File: src/design/assert_macros.svh
// Assertion macros for the scan background subtraction block.
// Included by the top level, which provides clk and rst_n.
`ifndef ASSERT_MACROS_SVH
`define ASSERT_MACROS_SVH

// Condition that must hold at every clock edge outside reset.
`define BSD_ASSERT(lbl, cond, msg) \
  lbl: assert property (@(posedge clk) disable iff (!rst_n) (cond)) else $error(msg);

// Implication checked over the same edge.
`define BSD_ASSERT_IMP(lbl, ante, cons, msg) \
  lbl: assert property (@(posedge clk) disable iff (!rst_n) (ante) |-> (cons)) else $error(msg);

`endif

File: src/design/bsd_pkg.sv
// Shared types, constants and a helper function of the background subtraction detector.
// Used by every module of the block except bsd_ram; depends on nothing.
`default_nettype none
package bsd_pkg;

  localparam int BRG_W        = 9;
  localparam int DIST_W       = 16;
  localparam int MAXS_W       = 8;
  localparam int DROP_W       = 10;
  localparam int RUN_W        = 8;
  localparam int STEP_W       = 7;
  localparam int SLOTS_W      = 8;
  localparam int BT_W         = 10;
  localparam int CNT_W        = 4;
  localparam int LOST_W       = 16;
  localparam int CFG_IDX_W    = 3;
  localparam int CFG_DATA_W   = 10;
  localparam int CALIB_SWEEPS = 3;
  localparam int MAX_RESULTS  = 8;
  localparam int SHELF_W      = BT_W + DIST_W;

  // Actions carried by an input transaction.
  typedef enum logic [1:0] {
    ACT_READ    = 2'd0,
    ACT_SWEEP   = 2'd1,
    ACT_RESTART = 2'd2,
    ACT_COLLECT = 2'd3
  } bsd_act_t;

  // Configuration register indexes.
  localparam logic [CFG_IDX_W-1:0] CFG_MIN_DROP = 3'd0;
  localparam logic [CFG_IDX_W-1:0] CFG_MIN_RUN  = 3'd1;
  localparam logic [CFG_IDX_W-1:0] CFG_PAN_MIN  = 3'd2;
  localparam logic [CFG_IDX_W-1:0] CFG_PAN_STEP = 3'd3;
  localparam logic [CFG_IDX_W-1:0] CFG_SLOTS    = 3'd4;

  typedef struct packed {
    logic [DROP_W-1:0]  min_drop;
    logic [RUN_W-1:0]   min_run;
    logic [BRG_W-1:0]   pan_min;
    logic [STEP_W-1:0]  pan_step;
    logic [SLOTS_W-1:0] slots_in_use;
  } bsd_cfg_t;

  // Classified command passed from the front to the back.
  typedef struct packed {
    bsd_act_t           act;
    logic [BRG_W-1:0]   slot;
    logic [BRG_W-1:0]   bearing;
    logic [DIST_W-1:0]  distance;
    logic [MAXS_W-1:0]  take_max;
  } bsd_cmd_t;

  typedef struct packed {
    logic               valid;
    logic               object_valid;
    logic [BT_W-1:0]    bearing_twice;
    logic [DIST_W-1:0]  nearest;
    logic [CNT_W-1:0]   count;
    logic [LOST_W-1:0]  dropped;
    logic               last;
  } bsd_res_t;

  typedef struct packed {
    logic full;
    logic empty;
  } bsd_q_stat_t;

  typedef struct packed {
    logic clearing;
  } bsd_back_stat_t;

  // Median of three readings.
  function automatic logic [DIST_W-1:0] mid3(input logic [DIST_W-1:0] x,
                                             input logic [DIST_W-1:0] y,
                                             input logic [DIST_W-1:0] z);
    logic [DIST_W-1:0] lo;
    logic [DIST_W-1:0] hi;
    lo = (x < y) ? x : y;
    hi = (x < y) ? y : x;
    if (z <= lo) begin
      mid3 = lo;
    end else if (z >= hi) begin
      mid3 = hi;
    end else begin
      mid3 = z;
    end
  endfunction

endpackage
`default_nettype wire

File: src/design/bsd_queue.sv
// Two entry command queue between the front and the back.
// Depends on bsd_pkg for the status struct.
`default_nettype none
module bsd_queue #(
  parameter int W = 8
) (
  input  wire logic         clk,
  input  wire logic         rst_n,
  input  wire logic         push,
  input  wire logic [W-1:0] pdata,
  input  wire logic         pop,
  output logic      [W-1:0] head,
  output bsd_pkg::bsd_q_stat_t stat
);

  logic [W-1:0] mem_r [2];
  logic         wp_r, wp_nxt;
  logic         rp_r, rp_nxt;
  logic [1:0]   cnt_r, cnt_nxt;

  assign head       = mem_r[rp_r];
  assign stat.full  = (cnt_r == 2'd2);
  assign stat.empty = (cnt_r == 2'd0);

  // Pointer and occupancy update.
  always_comb begin
    wp_nxt  = push ? ~wp_r : wp_r;
    rp_nxt  = pop ? ~rp_r : rp_r;
    cnt_nxt = cnt_r + {1'b0, push} - {1'b0, pop};
  end

  always_ff @(posedge clk) begin
    if (!rst_n) begin
      wp_r  <= 1'b0;
      rp_r  <= 1'b0;
      cnt_r <= 2'd0;
    end else begin
      wp_r  <= wp_nxt;
      rp_r  <= rp_nxt;
      cnt_r <= cnt_nxt;
    end
  end

  always_ff @(posedge clk) begin
    if (push) begin
      mem_r[wp_r] <= pdata;
    end
  end

endmodule
`default_nettype wire

File: config.mk
export PLATFORM = sky130hd
export DESIGN_NAME = bsd_queue
export DESIGN_NICKNAME = d
export VERILOG_FILES = /design/src/design/assert_macros.svh /design/src/design/bsd_pkg.sv /design/src/design/bsd_queue.sv
export SDC_FILE = /design/constraint.sdc
export NUM_CORES = 1
export LEC_CHECK = 0
export BUFFER_PORTS_ARGS = -buffer_cell sky130_fd_sc_hd__buf_2
export CORE_MARGIN = 4
export CORE_UTILIZATION = 49
export DETAILED_ROUTE_END_ITERATION = 8
export PLACE_DENSITY = 0.72
export SLEW_MARGIN = 20
export SYNTH_ARGS = -nofsm -noshare
export SYNTH_HDL_FRONTEND = slang
export SYNTH_SLANG_ARGS = --single-unit
File: constraint.sdc
create_clock -name clk -period 1.9 [get_ports clk]
set_clock_uncertainty 0.2 [all_clocks]
set_input_delay 0.19 -clock clk [delete_from_list [all_inputs] [get_ports clk]]
set_output_delay 0.19 -clock clk [all_outputs]
set_load 0.005 [all_outputs]
==> reports/metrics.cfg, run 1 <==
[outcome]
status=finished clean

[drt]
drt-initial-drc-count=2
drc=0
num_vias=464
route.antenna.remaining_nets=0
finalWirelength_um=1146
vias_per_cell=4.833
wire_per_inst_um=11.94
drtPass1Iterations=2

[timing]
fmax_mhz=579.8
min_period_ps=1725
worst_pin_slew_ps=401.4
drv_slew=0
tns_ps=0
hold_violations=0
period_share_pct=90.77
finalSetupViolCount=0
whs_ps=36.16
relSlewSlack_pct=73.18
rsz0062_at_grt=false

[synthesis]
ys_seq_area_share_pct=72.50
synth_area_per_cell_um2=17.41
syn-cell-area_um2=800.8
synth-edff-count=16
synth_top_area_share_pct=60.00
yosysMostFrequentCell=edfxtp_1
synthCells=46
synthFlopType=edfxtp_1
ys_async_sr_fraction_pct=0
ys_warn_count=0
synth_area_leader_cell=edfxtp_1
synth.distinct_cells=12
synth.area.top_cells=edfxtp_1, dfxtp_1, mux2_2
synth_nets=60
ys_top_cells_by_count=edfxtp_1, mux2_2, dfxtp_1, and2_1, nor2b_1
yosys_register_bits=21

[global_route]
gr-total-overflow=0
globalRouteTotalUtil_pct=11.49
grt_pass1_wl_um=2152
antenna_found_initial=0
grt_pass1_vias=510
grt_max_degree=12

[clock_tree]
post_cts_buffers=0
cts_tree=built
hold_buffers=9
clk_pin_slew_ps=110
root_buffer=clkbuf_4
cts_resized=0
cts.sinks=21
insertion_delay_ps=290
ctsLongestPathBuffers=2
htreeDepth=1
cts_buffers=3

[placed_design]
gp_congestion=0.6608
placed_cell_area_um2=928.4
dpl.hpwl_um=815
portBuffers=21
dp.cells=83

[power_and_ir_drop]
p_leak_uw=0.0004282
switching_power_uw=188.6
combPwrFrac_pct=16.0
p_per_area_nw_per_um2=853.5
swShare_pct=21.15
intPower_uw=703.1
clkPwrFrac_pct=22.6
seqPwrFrac_pct=61.4
ir_worst_vdd_mv=0.6242

[cells_and_area]
finalNetCount=95
area_delta_synth_final_pct=30.47
multi_input_area_um2=207.7
finalInstanceArea_um2=1045
drive_above_1_share_pct=41.25
seqCellArea_um2=580.6
diodes=0
layoutNonFillerInstCount=96
fillers=111

[floorplan]
die_area_um2=2345
rows=14
die_y_um=48.43
start_util_pct=52.55
io-pin-count=22
die_w_um=48.43
core_area_um2=1524

[setup_path]
path_max_fanout=8
worstPathCellList=mux2_2 > buf_2
worst_path_max_delay_cell=dfxtp_1
required_ps=1510
path_class=reg2out
slowest_delay_ps=540
crit_path_end_kind=output pin
critPathLaunchType=flip-flop
cp.arrival_ps=1330

[worst_hold_path]
min_path_type=in2reg

[flow_run]
maxCapViolCount=0

-- worst max-delay path: cells and delay by family (launching register included) --
family / cells / cell delay (ps)
flip-flops: 1 / 540
multiplexers: 1 / 380
buffers and inverters: 1 / 130
-- power groups by stage --
stage          clock, uW  combinational, uW  sequential, uW
2_1_floorplan          0               85.0             549
3_3_place_gp           0                128             557
3_5_place_dp           0                131             559
4_1_cts              206                146             548
5_1_grt              237                160             554
6_report             202                142             547
-- through the flow --
stage / worst slack [ps] / util, % / power, uW
after floorplan: 548.7 / - / 634.4
after global placement: 481.0 / 60.92 / 685.3
after detailed placement: 476.0 / 60.92 / 690.3
after CTS: 148.7 / 68.55 / 900.3
after global routing: 73.64 / 68.55 / 950.7
final: 175.4 / 68.55 / 891.7
-- cell type report --
cell class | instances | area share [%]
Clock buffer | 4 | 2.515
Inverter | 2 | 0.7186
Multi-Input combinational cell | 22 | 19.88
Sequential cell | 21 | 55.57
Tap cell | 16 | 1.916
Timing Repair Buffer | 31 | 19.40
-- routing by layer --
metal  global-route usage [%]  wire, um
met5                        0         0
met4                    2.765        19
met3                    3.374        73
met2                    21.09       612
met1                    12.70       440
-- state kept, by name, indices dropped and copies added, names as in the netlist, named ones only --
register / count
cnt_r: 2
mem_r: 16
rp_r: 1
wp_r: 1
-- path summary, 6_finish.rpt --
| path | startpoint | to | slack, ps | cells past startpoint |
|---|---|---|---|---|
| worst max-delay path | flip-flop | head[0] | 180 | 2 |
| worst min-delay path | pop | rp_r$_SDFFE_PN0P_ | 40 | 3 |
| worst max register to register | cnt_r[0]$_SDFF_PN0_ | cnt_r[1]$_SDFF_PN0_ | 470 | 6 |
| worst min register to register | rp_r$_SDFFE_PN0P_ | rp_r$_SDFFE_PN0P_ | 390 | 2 |
-- cells by family (layout without fill, tap and decap cells) --
group	after synthesis	in the layout	synth area share, %
DFF	21	21	72.50
and+or+nand+nor	9	9	6.717
muxes	8	8	11.25
buffers and inverters	3	37	1.562
adders and majority gates	2	2	3.125
xor gates and xnor gates	2	2	3.906
AOI/OAI and AO/OA	1	1	0.9378
-- layout by cell type, fill, tap and decap left out, drive strengths merged --
master       instances
o21a                 1
xor2                 1
nor2                 1
nor2b                4
dfxtp                5
ha                   2
dlygate4sd3          9
and2                 4
xnor3                1
clkbuf               4
edfxtp              16
buf                 22
mux2                 8
inv                  2
Power figures use the tool's default switching activity.
==> run 2, diff against run 1 <==
--- a/config.mk
+++ b/config.mk
@@ -9,7 +9,7 @@
 export CORE_MARGIN = 4
 export CORE_UTILIZATION = 49
 export DETAILED_ROUTE_END_ITERATION = 8
-export PLACE_DENSITY = 0.72
+export PLACE_DENSITY = 0.83
 export SLEW_MARGIN = 20
 export SYNTH_ARGS = -nofsm -noshare
 export SYNTH_HDL_FRONTEND = slang
==> run 2 against run 1 <==
Compared with the run above:
- non-clock buffer count stayed put
- cell area stayed put
- worst hold slack worse by 12 ps
- maximum frequency is 1.4% lower
- sequential power hardly changed
- wire length is 13% higher
- total power is 1.1% higher
- flip-flop and latch count stayed put
- worst setup slack worse by 24 ps
==> reports/metrics.cfg, run 2 (synthesis results as in run 1) <==
[cells_and_area]
layoutNonFillerInstCount=96  ; unchanged
reg.largest.list=mem_r (16), cnt_r (2)
drive_above_1_share_pct=41.25  ; unchanged
area_delta_synth_final_pct=30.47  ; unchanged
finalNetCount=95  ; unchanged
final_common_cell=buf_2
regMostFlops=mem_r
fillers=108  ; -2.7%
finalInstanceArea_um2=1045  ; unchanged
largest_register_ff_count=16  ; unchanged
final_cell_mix=buf_2, edfxtp_1, dlygate4sd3_1, mux2_2, dfxtp_1
diodes=0  ; unchanged

[setup_path]
crit_path_end_kind=output pin
path_max_fanout=8  ; unchanged
cp.arrival_ps=1360  ; +30 ps
worstRegToRegCells=6  ; unchanged
r2r-start=cnt_r[0]$_SDFF_PN0_
critPathLaunchType=flip-flop
crit_end=head[7]
r2r_end=cnt_r[1]$_SDFF_PN0_
rrSetupSlack_ps=380  ; -90 ps
path_class=reg2out
required_ps=1510  ; about the same

[power_and_ir_drop]
swShare_pct=21.95  ; +0.80 points
clkPwrFrac_pct=22.8  ; +0.2 points
intPower_uw=703.9  ; +0.12%
seqPwrFrac_pct=60.9  ; -0.5 points
ir_worst_vdd_mv=0.5482  ; -12%
switching_power_uw=198.0  ; +5.0%
p_per_area_nw_per_um2=863.3  ; +1.1%
p_leak_uw=0.0004282  ; unchanged
combPwrFrac_pct=16.3  ; +0.3 points

[drt]
route.antenna.remaining_nets=0  ; unchanged
vias_per_cell=4.875  ; +0.86%
num_vias=468  ; +0.86%
drtPass1Iterations=2  ; unchanged
drt-initial-drc-count=3  ; +1
wire_per_inst_um=13.51  ; +13%
drc=0  ; unchanged
finalWirelength_um=1297  ; +13%

[floorplan]
core_area_um2=1524  ; unchanged
start_util_pct=52.55  ; unchanged
io-pin-count=22  ; unchanged
rows=14  ; unchanged
die_w_um=48.43  ; unchanged
die_y_um=48.43  ; unchanged
die_area_um2=2345  ; unchanged

[clock_tree]
insertion_delay_ps=300  ; about the same
cts.sinks=21  ; unchanged
clk_pin_slew_ps=110  ; about the same
post_cts_buffers=0  ; unchanged
htreeDepth=1  ; unchanged
root_buffer=clkbuf_4
cts_tree=built
ctsLongestPathBuffers=2  ; unchanged
cts_resized=0  ; unchanged
hold_buffers=9  ; unchanged
cts_buffers=3  ; unchanged

[global_route]
antenna_found_initial=0  ; unchanged
grt_pass1_wl_um=2125  ; -1.3%
gr-total-overflow=0  ; unchanged
globalRouteTotalUtil_pct=11.98  ; +0.49 points
grt_pass1_vias=469  ; -8.0%
grt_max_degree=12  ; unchanged

[worst_hold_path]
worstHoldStart=push
min_path_type=in2reg

[placed_design]
portBuffers=21  ; unchanged
gp_congestion=0.6535  ; -1.1%
dpl.hpwl_um=919.3  ; +13%
placed_cell_area_um2=928.4  ; unchanged
place_ws_ps=402.7  ; -73.30 ps
dp.cells=83  ; unchanged

[timing]
min_period_ps=1749  ; +24.15 ps
hold_violations=0  ; unchanged
tns_ps=0  ; unchanged
period_share_pct=92.04  ; +1.3 points
relSlewSlack_pct=74.39  ; +1.2 points
worst_pin_slew_ps=383.3  ; -18.12 ps
drv_slew=0  ; unchanged
fmax_mhz=571.8  ; -1.4%
worst_slack_ps=151.2  ; -24.15 ps
rsz0062_at_grt=false
finalSetupViolCount=0  ; unchanged

[outcome]
status=finished clean

[flow_run]
maxCapViolCount=0  ; unchanged

-- run 2: per-layer routing --
metal	share of wire (%)	up-vias	GRT usage [%]
met5	0	-	0
met4	3.1	0	8.295
met3	6.7	5	3.067
met2	50	17	18.70
met1	41	213	14.26
li1	-	233	-
-- run 2: cell type report --
class	count	area (um2)	area share (%)
flip-flops and latches	21	580.6	55.57
multi-input cells	22	207.7	19.88
repair buffers	31	202.7	19.40
clock buffers	4	26.28	2.515
well taps	16	20.02	1.916
inverters	2	7.507	0.7186
-- run 2: worst max-delay path, cell delays in order, from the launching register on --
cell     delay, ps
dfxtp_1        560
mux2_2         380
buf_2          130
-- run 2: power groups by stage --
| stage | logic [uW] | registers [uW] | clock network, uW |
|---|---|---|---|
| 4_1_cts | 150 | 550 | 211 |
| 6_report | 147 | 549 | 206 |
| 3_5_place_dp | 134 | 561 | 0 |
| 5_1_grt | 163 | 554 | 228 |
| 2_1_floorplan | 85.0 | 549 | 0 |
| 3_3_place_gp | 128 | 557 | 0 |
-- run 2: stage by stage --
step	hold slack, ps	util (%)	total power (uW)
finish	24.64	68.55	901.9
global route	37.72	68.55	944.3
CTS	25.62	68.55	911.4
detailed placement	182.0	60.92	695.1
global placement	177.9	60.92	684.6
floorplan	88.87	-	634.4
-- run 2: how the worst min path moves through the flow --
stage	endpoint	slack, ps	depth (start not counted)
final	wp_r$_SDFFE_PN0P_	20	3
after CTS	wp_r$_SDFFE_PN0P_	30	3
after global placement	mem_r[1][6]$_DFFE_PP_	180	1
after global routing	wp_r$_SDFFE_PN0P_	40	3
after detailed placement	mem_r[1][5]$_DFFE_PP_	180	1
after floorplan	mem_r[0][0]$_DFFE_PP_	90	0
