==> src/design/assert_macros.svh <==
// Assertion macros for the scan background subtraction block.
// Included by the top level, which provides clk and rst_n.
`ifndef ASSERT_MACROS_SVH
`define ASSERT_MACROS_SVH

// Condition that must hold at every clock edge outside reset.
`define BSD_ASSERT(lbl, cond, msg) \
  lbl: assert property (@(posedge clk) disable iff (!rst_n) (cond)) else $error(msg);

// Implication checked over the same edge.
`define BSD_ASSERT_IMP(lbl, ante, cons, msg) \
  lbl: assert property (@(posedge clk) disable iff (!rst_n) (ante) |-> (cons)) else $error(msg);

`endif

==> src/design/bsd_pkg.sv <==
// Shared types, constants and a helper function of the background subtraction detector.
// Used by every module of the block except bsd_ram; depends on nothing.
`default_nettype none
package bsd_pkg;

  localparam int BRG_W        = 9;
  localparam int DIST_W       = 16;
  localparam int MAXS_W       = 8;
  localparam int DROP_W       = 10;
  localparam int RUN_W        = 8;
  localparam int STEP_W       = 7;
  localparam int SLOTS_W      = 8;
  localparam int BT_W         = 10;
  localparam int CNT_W        = 4;
  localparam int LOST_W       = 16;
  localparam int CFG_IDX_W    = 3;
  localparam int CFG_DATA_W   = 10;
  localparam int CALIB_SWEEPS = 3;
  localparam int MAX_RESULTS  = 8;
  localparam int SHELF_W      = BT_W + DIST_W;

  // Actions carried by an input transaction.
  typedef enum logic [1:0] {
    ACT_READ    = 2'd0,
    ACT_SWEEP   = 2'd1,
    ACT_RESTART = 2'd2,
    ACT_COLLECT = 2'd3
  } bsd_act_t;

  // Configuration register indexes.
  localparam logic [CFG_IDX_W-1:0] CFG_MIN_DROP = 3'd0;
  localparam logic [CFG_IDX_W-1:0] CFG_MIN_RUN  = 3'd1;
  localparam logic [CFG_IDX_W-1:0] CFG_PAN_MIN  = 3'd2;
  localparam logic [CFG_IDX_W-1:0] CFG_PAN_STEP = 3'd3;
  localparam logic [CFG_IDX_W-1:0] CFG_SLOTS    = 3'd4;

  typedef struct packed {
    logic [DROP_W-1:0]  min_drop;
    logic [RUN_W-1:0]   min_run;
    logic [BRG_W-1:0]   pan_min;
    logic [STEP_W-1:0]  pan_step;
    logic [SLOTS_W-1:0] slots_in_use;
  } bsd_cfg_t;

  // Classified command passed from the front to the back.
  typedef struct packed {
    bsd_act_t           act;
    logic [BRG_W-1:0]   slot;
    logic [BRG_W-1:0]   bearing;
    logic [DIST_W-1:0]  distance;
    logic [MAXS_W-1:0]  take_max;
  } bsd_cmd_t;

  typedef struct packed {
    logic               valid;
    logic               object_valid;
    logic [BT_W-1:0]    bearing_twice;
    logic [DIST_W-1:0]  nearest;
    logic [CNT_W-1:0]   count;
    logic [LOST_W-1:0]  dropped;
    logic               last;
  } bsd_res_t;

  typedef struct packed {
    logic full;
    logic empty;
  } bsd_q_stat_t;

  typedef struct packed {
    logic clearing;
  } bsd_back_stat_t;

  // Median of three readings.
  function automatic logic [DIST_W-1:0] mid3(input logic [DIST_W-1:0] x,
                                             input logic [DIST_W-1:0] y,
                                             input logic [DIST_W-1:0] z);
    logic [DIST_W-1:0] lo;
    logic [DIST_W-1:0] hi;
    lo = (x < y) ? x : y;
    hi = (x < y) ? y : x;
    if (z <= lo) begin
      mid3 = lo;
    end else if (z >= hi) begin
      mid3 = hi;
    end else begin
      mid3 = z;
    end
  endfunction

endpackage
`default_nettype wire

==> src/design/bsd_front.sv <==
// Front end: accepts transactions, maps a reading's bearing to its angle slot
// with a bit-serial divider and rejects out-of-range readings. Uses bsd_pkg.
`default_nettype none
module bsd_front #(
  parameter int ANGLE_SLOTS = 128
) (
  input  wire logic                  clk,
  input  wire logic                  rst_n,
  input  wire logic                  start,
  input  wire bsd_pkg::bsd_cmd_t     in_item,
  input  wire bsd_pkg::bsd_cfg_t     cfg,
  input  wire bsd_pkg::bsd_back_stat_t back_stat,
  input  wire bsd_pkg::bsd_q_stat_t  q_stat,
  output logic                       busy,
  output logic                       push,
  output bsd_pkg::bsd_cmd_t          push_data
);

  localparam int CW = $clog2(bsd_pkg::BRG_W + 1);

  bsd_pkg::bsd_cmd_t               it_r;
  logic                            it_v_r, it_v_nxt;
  logic [bsd_pkg::BRG_W-1:0]       dvd_r, dvd_nxt;
  logic [bsd_pkg::STEP_W-1:0]      rem_r, rem_nxt;
  logic [CW-1:0]                   cnt_r, cnt_nxt;
  logic [bsd_pkg::STEP_W-1:0]      dvs;
  logic [bsd_pkg::STEP_W:0]        rsh;
  logic                            accept;
  logic                            is_read_in;
  logic                            in_range;
  logic                            drop;

  assign busy       = it_v_r || back_stat.clearing;
  assign accept     = start && !busy;
  assign is_read_in = (in_item.act == bsd_pkg::ACT_READ);
  assign dvs        = (cfg.pan_step == '0) ? bsd_pkg::STEP_W'(1) : cfg.pan_step;
  assign rsh        = {rem_r, dvd_r[bsd_pkg::BRG_W-1]};

  // The quotient must fall below both the configured and the built slot count.
  assign in_range = ({1'b0, dvd_r} < {2'b00, cfg.slots_in_use}) &&
                    (32'(dvd_r) < ANGLE_SLOTS);
  assign drop     = it_v_r && (cnt_r == '0) && (it_r.act == bsd_pkg::ACT_READ) && !in_range;
  assign push     = it_v_r && (cnt_r == '0) && !drop && !q_stat.full;

  always_comb begin
    push_data      = it_r;
    push_data.slot = dvd_r;
  end

  // Item capture and one quotient bit per cycle.
  always_comb begin
    it_v_nxt = it_v_r;
    dvd_nxt  = dvd_r;
    rem_nxt  = rem_r;
    cnt_nxt  = cnt_r;
    if (cnt_r != '0) begin
      cnt_nxt = cnt_r - CW'(1);
      if (rsh >= {1'b0, dvs}) begin
        rem_nxt = bsd_pkg::STEP_W'(rsh - {1'b0, dvs});
        dvd_nxt = {dvd_r[bsd_pkg::BRG_W-2:0], 1'b1};
      end else begin
        rem_nxt = rsh[bsd_pkg::STEP_W-1:0];
        dvd_nxt = {dvd_r[bsd_pkg::BRG_W-2:0], 1'b0};
      end
    end
    if (drop || push) begin
      it_v_nxt = 1'b0;
    end
    if (accept && !(is_read_in && (in_item.bearing < cfg.pan_min))) begin
      it_v_nxt = 1'b1;
      dvd_nxt  = in_item.bearing - cfg.pan_min;
      rem_nxt  = '0;
      cnt_nxt  = is_read_in ? CW'(bsd_pkg::BRG_W) : '0;
    end
  end

  always_ff @(posedge clk) begin
    if (!rst_n) begin
      it_v_r <= 1'b0;
      cnt_r  <= '0;
    end else begin
      it_v_r <= it_v_nxt;
      cnt_r  <= cnt_nxt;
    end
  end

  always_ff @(posedge clk) begin
    dvd_r <= dvd_nxt;
    rem_r <= rem_nxt;
    if (accept) begin
      it_r <= in_item;
    end
  end

endmodule
`default_nettype wire

==> config.mk <==
export PLATFORM = sky130hd
export DESIGN_NAME = bsd_front
export DESIGN_NICKNAME = d
export VERILOG_FILES = /design/src/design/assert_macros.svh /design/src/design/bsd_pkg.sv /design/src/design/bsd_front.sv
export SDC_FILE = /design/constraint.sdc
export NUM_CORES = 1
export LEC_CHECK = 0
export BUFFER_PORTS_ARGS = -buffer_cell sky130_fd_sc_hd__buf_2
export CAP_MARGIN = 25
export CORE_MARGIN = 2
export CORE_UTILIZATION = 42
export DETAILED_ROUTE_END_ITERATION = 16
export PLACE_DENSITY = 0.76
export SLEW_MARGIN = 20
export SYNTH_ARGS = -nofsm -noshare
export SYNTH_HDL_FRONTEND = slang
export SYNTH_SLANG_ARGS = --single-unit
==> constraint.sdc <==
create_clock -name clk -period 2.6 [get_ports clk]
set_input_delay 0.52 -clock clk [delete_from_list [all_inputs] [get_ports clk]]
set_output_delay 0.52 -clock clk [all_outputs]
set_load 0.03 [all_outputs]
==> results of run 1 <==
==> stage by stage <==
stage / hold WS (ps) / util
3_3_place_gp: 488 / 0.539
6_report: 388 / 0.569
4_1_cts: 384 / 0.554
3_5_place_dp: 506 / 0.539
5_1_grt: 369 / 0.569
2_1_floorplan: 462 / -
==> sequential cells by signal, summed over array words and instances (netlist names) <==
register / flops
push_data: 35
dvd_r: 9
rem_r: 7
cnt_r: 4
it_v_r: 1
==> area by class of cell <==
cell class / count / area share
multi-input combinational: 174 / 0.331
tap: 96 / 0.0311
sequential: 56 / 0.405
timing repair buffer: 128 / 0.182
clock buffer: 6 / 0.0188
clock inverter: 2 / 0.00291
inverter: 30 / 0.0291
==> layout by cell type, fill, tap and decap left out, drive strengths merged, types with 2 or more instances in the layout <==
master,instances
o21ai,26
a31oi,2
mux2i,2
nor2b,2
a21oi,18
nor2,17
xnor2,5
o211ai,2
nand2,20
nand2b,7
buf,128
clkbuf,6
o31ai,3
o21a,3
and2,2
or3,2
a31o,2
inv,30
fa,2
nand3,3
edfxtp,44
dfxtp,12
ha,24
o2111ai,2
xor2,3
nor3,8
a211oi,6
==> report_power, final <==
| part | internal [uW] | total (uW) | leakage (uW) | switching, uW |
|---|---|---|---|---|
| logic | 785 | 1810 | 0.00120 | 1030 |
| clock network | 188 | 458 | 0.0000388 | 270 |
| registers | 1210 | 1370 | 0.000518 | 155 |
==> how the worst max path moves through the flow <==
| stage | depth (start not counted) | end |
|---|---|---|
| 6_report | 7 | push |
| 5_1_grt | 7 | push |
| 4_1_cts | 8 | push |
| 3_5_place_dp | 12 | rem_r[2] |
| 3_3_place_gp | 12 | rem_r[1] |
| 2_1_floorplan | 11 | rem_r[2] |
==> kinds of logic after synthesis <==
logic type,count (synthesis),share of synthesized area
DFF,56,0.531
buffers and inverters,36,0.0553
adders and majority gates,26,0.116
xor gates and xnor gates,8,0.0238
AOI/OAI and AO/OA,70,0.153
and+or+nand+nor,68,0.114
muxes,2,0.00681
==> routing by layer <==
metal,vias up,wire length (um)
met1,1135,2660
met3,6,295
met2,67,3470
met4,0,62
met5,-,0
li1,1218,-
==> what timing repair did <==
action	in CTS	in global routing
endpoints found under the hold margin	0	0
pin swaps	0	7
cloned	0	0
endpoints found under the setup margin	1	2
gates resized for setup	3	13
setup buffers	1	6
==> flow_metrics.py, run 1 <==
metrics = {
    "run_status": {
        "status": "finished clean",
    },
    "clock_tree": {
        "cts_htree_levels": 2,
        "cts-buffers-inserted": 5,
        "cts_tree": "done",
        "clock_latency_ps": 300,
        "ctsHoldBuffers": 0,
        "cts_sinks": 56,
        "clk_pin_slew_ps": 100,
        "root_buffer": "clkbuf_8",
        "clockBufferDepth": 2,
    },
    "floorplan": {
        "boundaryPins": 138,
        "start_util": 0.433,
        "rows": 30,
        "die_h_um": 87.7,
        "dieArea_um2": 7680,
        "die-width_um": 87.7,
        "core_um2": 6790,
    },
    "drt": {
        "drc": 0,
        "wl_mm": 6.49,
        "drt_iter0_markers": 123,
        "firstDrtPassIters": 4,
        "viasPerCell": 4.93,
        "detail_route.wl_per_cell_um": 13.2,
        "vias": 2426,
        "final_antenna_net_count": 0,
    },
    "global_routing": {
        "grt_util_met2": 0.287,
        "grt_max_degree": 25,
        "grtUsageTotal": 0.158,
        "met1_usage": 0.198,
        "use_met3": 0.0245,
        "overflow": 0,
        "grt_antenna_before_repair": 0,
        "grt_pass1_vias": 2256,
        "top_usage_layer": "met2",
        "grt_pass1_wl_mm": 9.80,
    },
    "finish": {
        "multi_input_area_um2": 1280,
        "regArea_um2": 1560,
        "fin_area_um2": 3860,
        "fin_cells": 492,
        "diodes": 0,
        "area_delta_synth_final_pct": 31.5,
        "nFillCells": 607,
        "nets": 513,
        "drive_above_1_share": 0.394,
    },
    "worst_setup_path": {
        "path_cells": "ha_4, a21oi_2, o31ai_1, a41oi_2, o211ai_2, nor3_2, buf_4",
        "cp-start-kind": "flip-flop",
        "path_class": "reg -> out",
        "reg2reg_to": "rem_r[2]",
        "rr_startpoint": "dvd_r[8]",
        "cp_data_required_time_ps": 2080,
        "crit_fanout": 2,
        "crit_path_end_kind": "output pin",
        "reg2regPathDepth": 10,
        "r2r_slack_ps": 440,
        "worst_ep_arrival_time_ps": 2000,
        "crit_start": "dvd_r[4]",
        "cp_num_buf_inv": 1,
        "critPathMaxStageDelay_ps": 460,
        "crit_path_top_delay_cell": "edfxtp_1",
        "crit_family": "compound AO/OA/AOI/OAI gates",
    },
    "power_and_ir_drop": {
        "power.leakage_uw": 0.00176,
        "power_uw": 3640,
        "ir_drop_v": 0.000498,
        "powerDensity_nw_per_um2": 941,
    },
    "synthesis": {
        "yosysSeqAreaShare": 0.531,
        "synthTopCellsByCount": "44 x edfxtp_1, 30 x inv_1, 24 x ha_1",
        "netlist_top_cells_area": "edfxtp_1 45%, ha_1 10%, dfxtp_1 8.2%",
        "synthesis.area_um2": 2940,
        "syn_nets": 384,
        "ys_seq_elements": 56,
        "yosysMostFrequentCell": "edfxtp_1",
        "synth_ff_type": "edfxtp_1",
        "yosys_warnings": 0,
        "yosys.area.top_type": "edfxtp_1",
        "synth_cell_types": 48,
        "synthCells": 266,
        "synth_area_per_cell_um2": 11.0,
        "synth_top_area_share": 0.450,
        "synth-edff-count": 44,
        "async_flop_share": 0,
    },
    "place": {
        "hpwl_mm": 5.02,
        "portBuffers": 109,
        "dp.cells": 477,
        "gp_congestion": 0.830,
        "placed_area_um2": 3660,
        "preCtsSetupSlack_ps": -201,
    },
    "hold_path": {
        "worst_hold_path.endpoint": "push_data[16]",
        "min-delay-path-class": "in -> reg",
        "hp-start": "in_item[16]",
        "hold_path_depth": 1,
    },
    "sta": {
        "hold_viol_final": 0,
        "rsz0062_at_grt": "true",
        "drv_slew": 0,
        "layout_min_cycle_time_ps": 2520,
        "max_slew_margin": 0.632,
        "finClkSkew_ps": 3.87,
        "fin_tns_setup_ps": 0,
        "worst_slew_pin_slew_ps": 552,
        "setup_viol": 0,
        "max_freq_ghz": 0.397,
        "setup_slack_ps": 80.6,
        "finalCritPeriodShare": 0.969,
    },
    "flow_run": {
        "cap_viol_max_count": 0,
    },
}
No activity file was read; power rests on OpenSTA's default activity.
==> run 2: changes to the inputs <==
--- a/config.mk
+++ b/config.mk
@@ -13,2 +13,3 @@
 export PLACE_DENSITY = 0.76
+export SKIP_LAST_GASP = 1
 export SLEW_MARGIN = 20
==> constraint.sdc (replaced) <==
create_clock -name clk -period 2.6 [get_ports clk]
set_input_delay 0.26 -clock clk [delete_from_list [all_inputs] [get_ports clk]]
set_output_delay 0.26 -clock clk [all_outputs]
set_load 0.03 [all_outputs]
==> run 2 against run 1 <==
Net effect:
- routed wire length is 3.3% lower
- maximum frequency is 4.2% higher
- combinational power is 11% lower
- clock skew hardly changed
- clock power is 2% lower
- critical path depth stayed put
- die area stayed put
- count of clock-buffer cells in the layout stayed put
- total power is 6.0% lower
- first-iteration DRC count is 0.81% lower
- critical endpoint unchanged
==> flow_metrics.py, run 2 (synthesis results as in run 1) <==
metrics = {
    "global_routing": {
        "grt_antenna_before_repair": 0,
        "top_usage_layer": "met2",
        "grt_pass1_wl_mm": 9.47,
        "grt_pass1_vias": 2139,
        "grt_max_degree": 37,
        "grt_util_met2": 0.259,
        "grtUsageTotal": 0.154,
        "use_met3": 0.0273,
        "met1_usage": 0.202,
        "overflow": 0,
    },
    "power_and_ir_drop": {
        "power.leakage_uw": 0.00171,
        "ir_drop_v": 0.000350,
        "powerDensity_nw_per_um2": 923,
    },
    "drt": {
        "vias": 2364,
        "detail_route.wl_per_cell_um": 13.0,
        "firstDrtPassIters": 4,
        "wl_mm": 6.27,
        "viasPerCell": 4.90,
        "final_antenna_net_count": 0,
        "drt_iter0_markers": 122,
        "drc": 0,
    },
    "clock_tree": {
        "clock_latency_ps": 300,
        "cts_resized": 0,
        "clockBufferDepth": 2,
        "cts-buffers-inserted": 5,
        "ctsHoldBuffers": 0,
        "clk_pin_slew_ps": 90,
        "root_buffer": "clkbuf_8",
        "cts_htree_levels": 2,
        "cts_tree": "done",
        "cts_sinks": 56,
        "postCtsSetupRepairBufs": 0,
    },
    "finish": {
        "fin_cells": 482,
        "nets": 503,
        "largest_reg_flops": 35,
        "drive_above_1_share": 0.342,
        "mostFrequentLayoutCell": "buf_2",
        "mostFrequentLayoutCells": "109 x buf_2, 44 x edfxtp_1, 30 x inv_1",
        "area_delta_synth_final_pct": 26.1,
        "fin_util": 0.545,
        "diodes": 0,
    },
    "worst_setup_path": {
        "path_cells": "ha_1, a21oi_1, o31ai_1, a41oi_1, o211ai_2, nor3_1, buf_2",
        "crit_path_top_delay_cell": "edfxtp_1",
        "worst_ep_arrival_time_ps": 2160,
        "crit_path_end_kind": "output pin",
        "path_class": "reg -> out",
        "cp-start-kind": "flip-flop",
        "crit_fanout": 3,
        "critPathMaxStageDelay_ps": 470,
        "cp_data_required_time_ps": 2340,
    },
    "floorplan": {
        "start_util": 0.433,
        "die-width_um": 87.7,
        "dieArea_um2": 7680,
        "die_h_um": 87.7,
        "rows": 30,
        "core_um2": 6790,
        "boundaryPins": 138,
    },
    "sta": {
        "drv_slew": 0,
        "worst_slew_pin_slew_ps": 444,
        "hold_viol_final": 0,
        "holdWs_ps": 129,
        "max_freq_ghz": 0.414,
        "finClkSkew_ps": 3.68,
        "layout_min_cycle_time_ps": 2420,
        "rsz0062_at_grt": "false",
        "max_slew_margin": 0.704,
        "finalCritPeriodShare": 0.930,
        "setup_viol": 0,
        "fin_tns_setup_ps": 0,
    },
    "run_status": {
        "status": "finished clean",
    },
    "place": {
        "portBuffers": 109,
        "dp.cells": 474,
        "hpwl_mm": 5.08,
        "gp_congestion": 0.801,
    },
    "flow_run": {
        "cap_viol_max_count": 0,
    },
    "hold_path": {
        "min-delay-path-class": "in -> reg",
    },
}
==> run 2: stage by stage <==
stage                     cell area, um2  total power (uW)  setup slack [ps]
after floorplan                     2940              2550               203
after global placement              3620              2930              78.4
after detailed placement            3620              2990              16.9
after CTS                           3710              3440               140
after global routing                3710              3670              45.9
final                               3710              3420               182
==> run 2: worst paths after layout <==
check | cells after the start | startpoint | endpoint | slack, ps
setup / recovery | 7 | dvd_r[6] | push | 180
hold / removal | 1 | in_item[3] | push_data[3] | 130
setup reg to reg | 10 | dvd_r[8] | rem_r[2] | 350
hold reg to reg | 2 | rem_r[6] | rem_r[6] | 510
==> run 2: layer usage <==
metal,vias up,routed length (um)
met4,0,104
met5,-,0
li1,1204,-
met1,1097,2810
met3,9,221
met2,54,3140
==> run 2: power by group <==
part | switching (uW) | internal [uW]
clock network | 261 | 187
registers | 151 | 1210
logic | 957 | 653
total | 1370 | 2050
==> run 2: area by class of cell <==
cell class | count | area, um2
Clock buffer | 6 | 72.6
Clock inverter | 2 | 11.3
Fill cell | 623 | 3090
Inverter | 30 | 113
Multi-Input combinational cell | 174 | 1210
Sequential cell | 56 | 1560
Tap cell | 96 | 120
Timing Repair Buffer | 118 | 613
==> run 2: worst max-delay path, delay by kind of cell (launching register included) <==
family / cells / cell delay, ps
AO/OA/AOI/OAI: 4 / 630
adder cells (fa/ha/maj): 1 / 330
buffers and inverters: 1 / 240
flip-flops: 1 / 470
AND/OR/NAND/NOR: 1 / 190
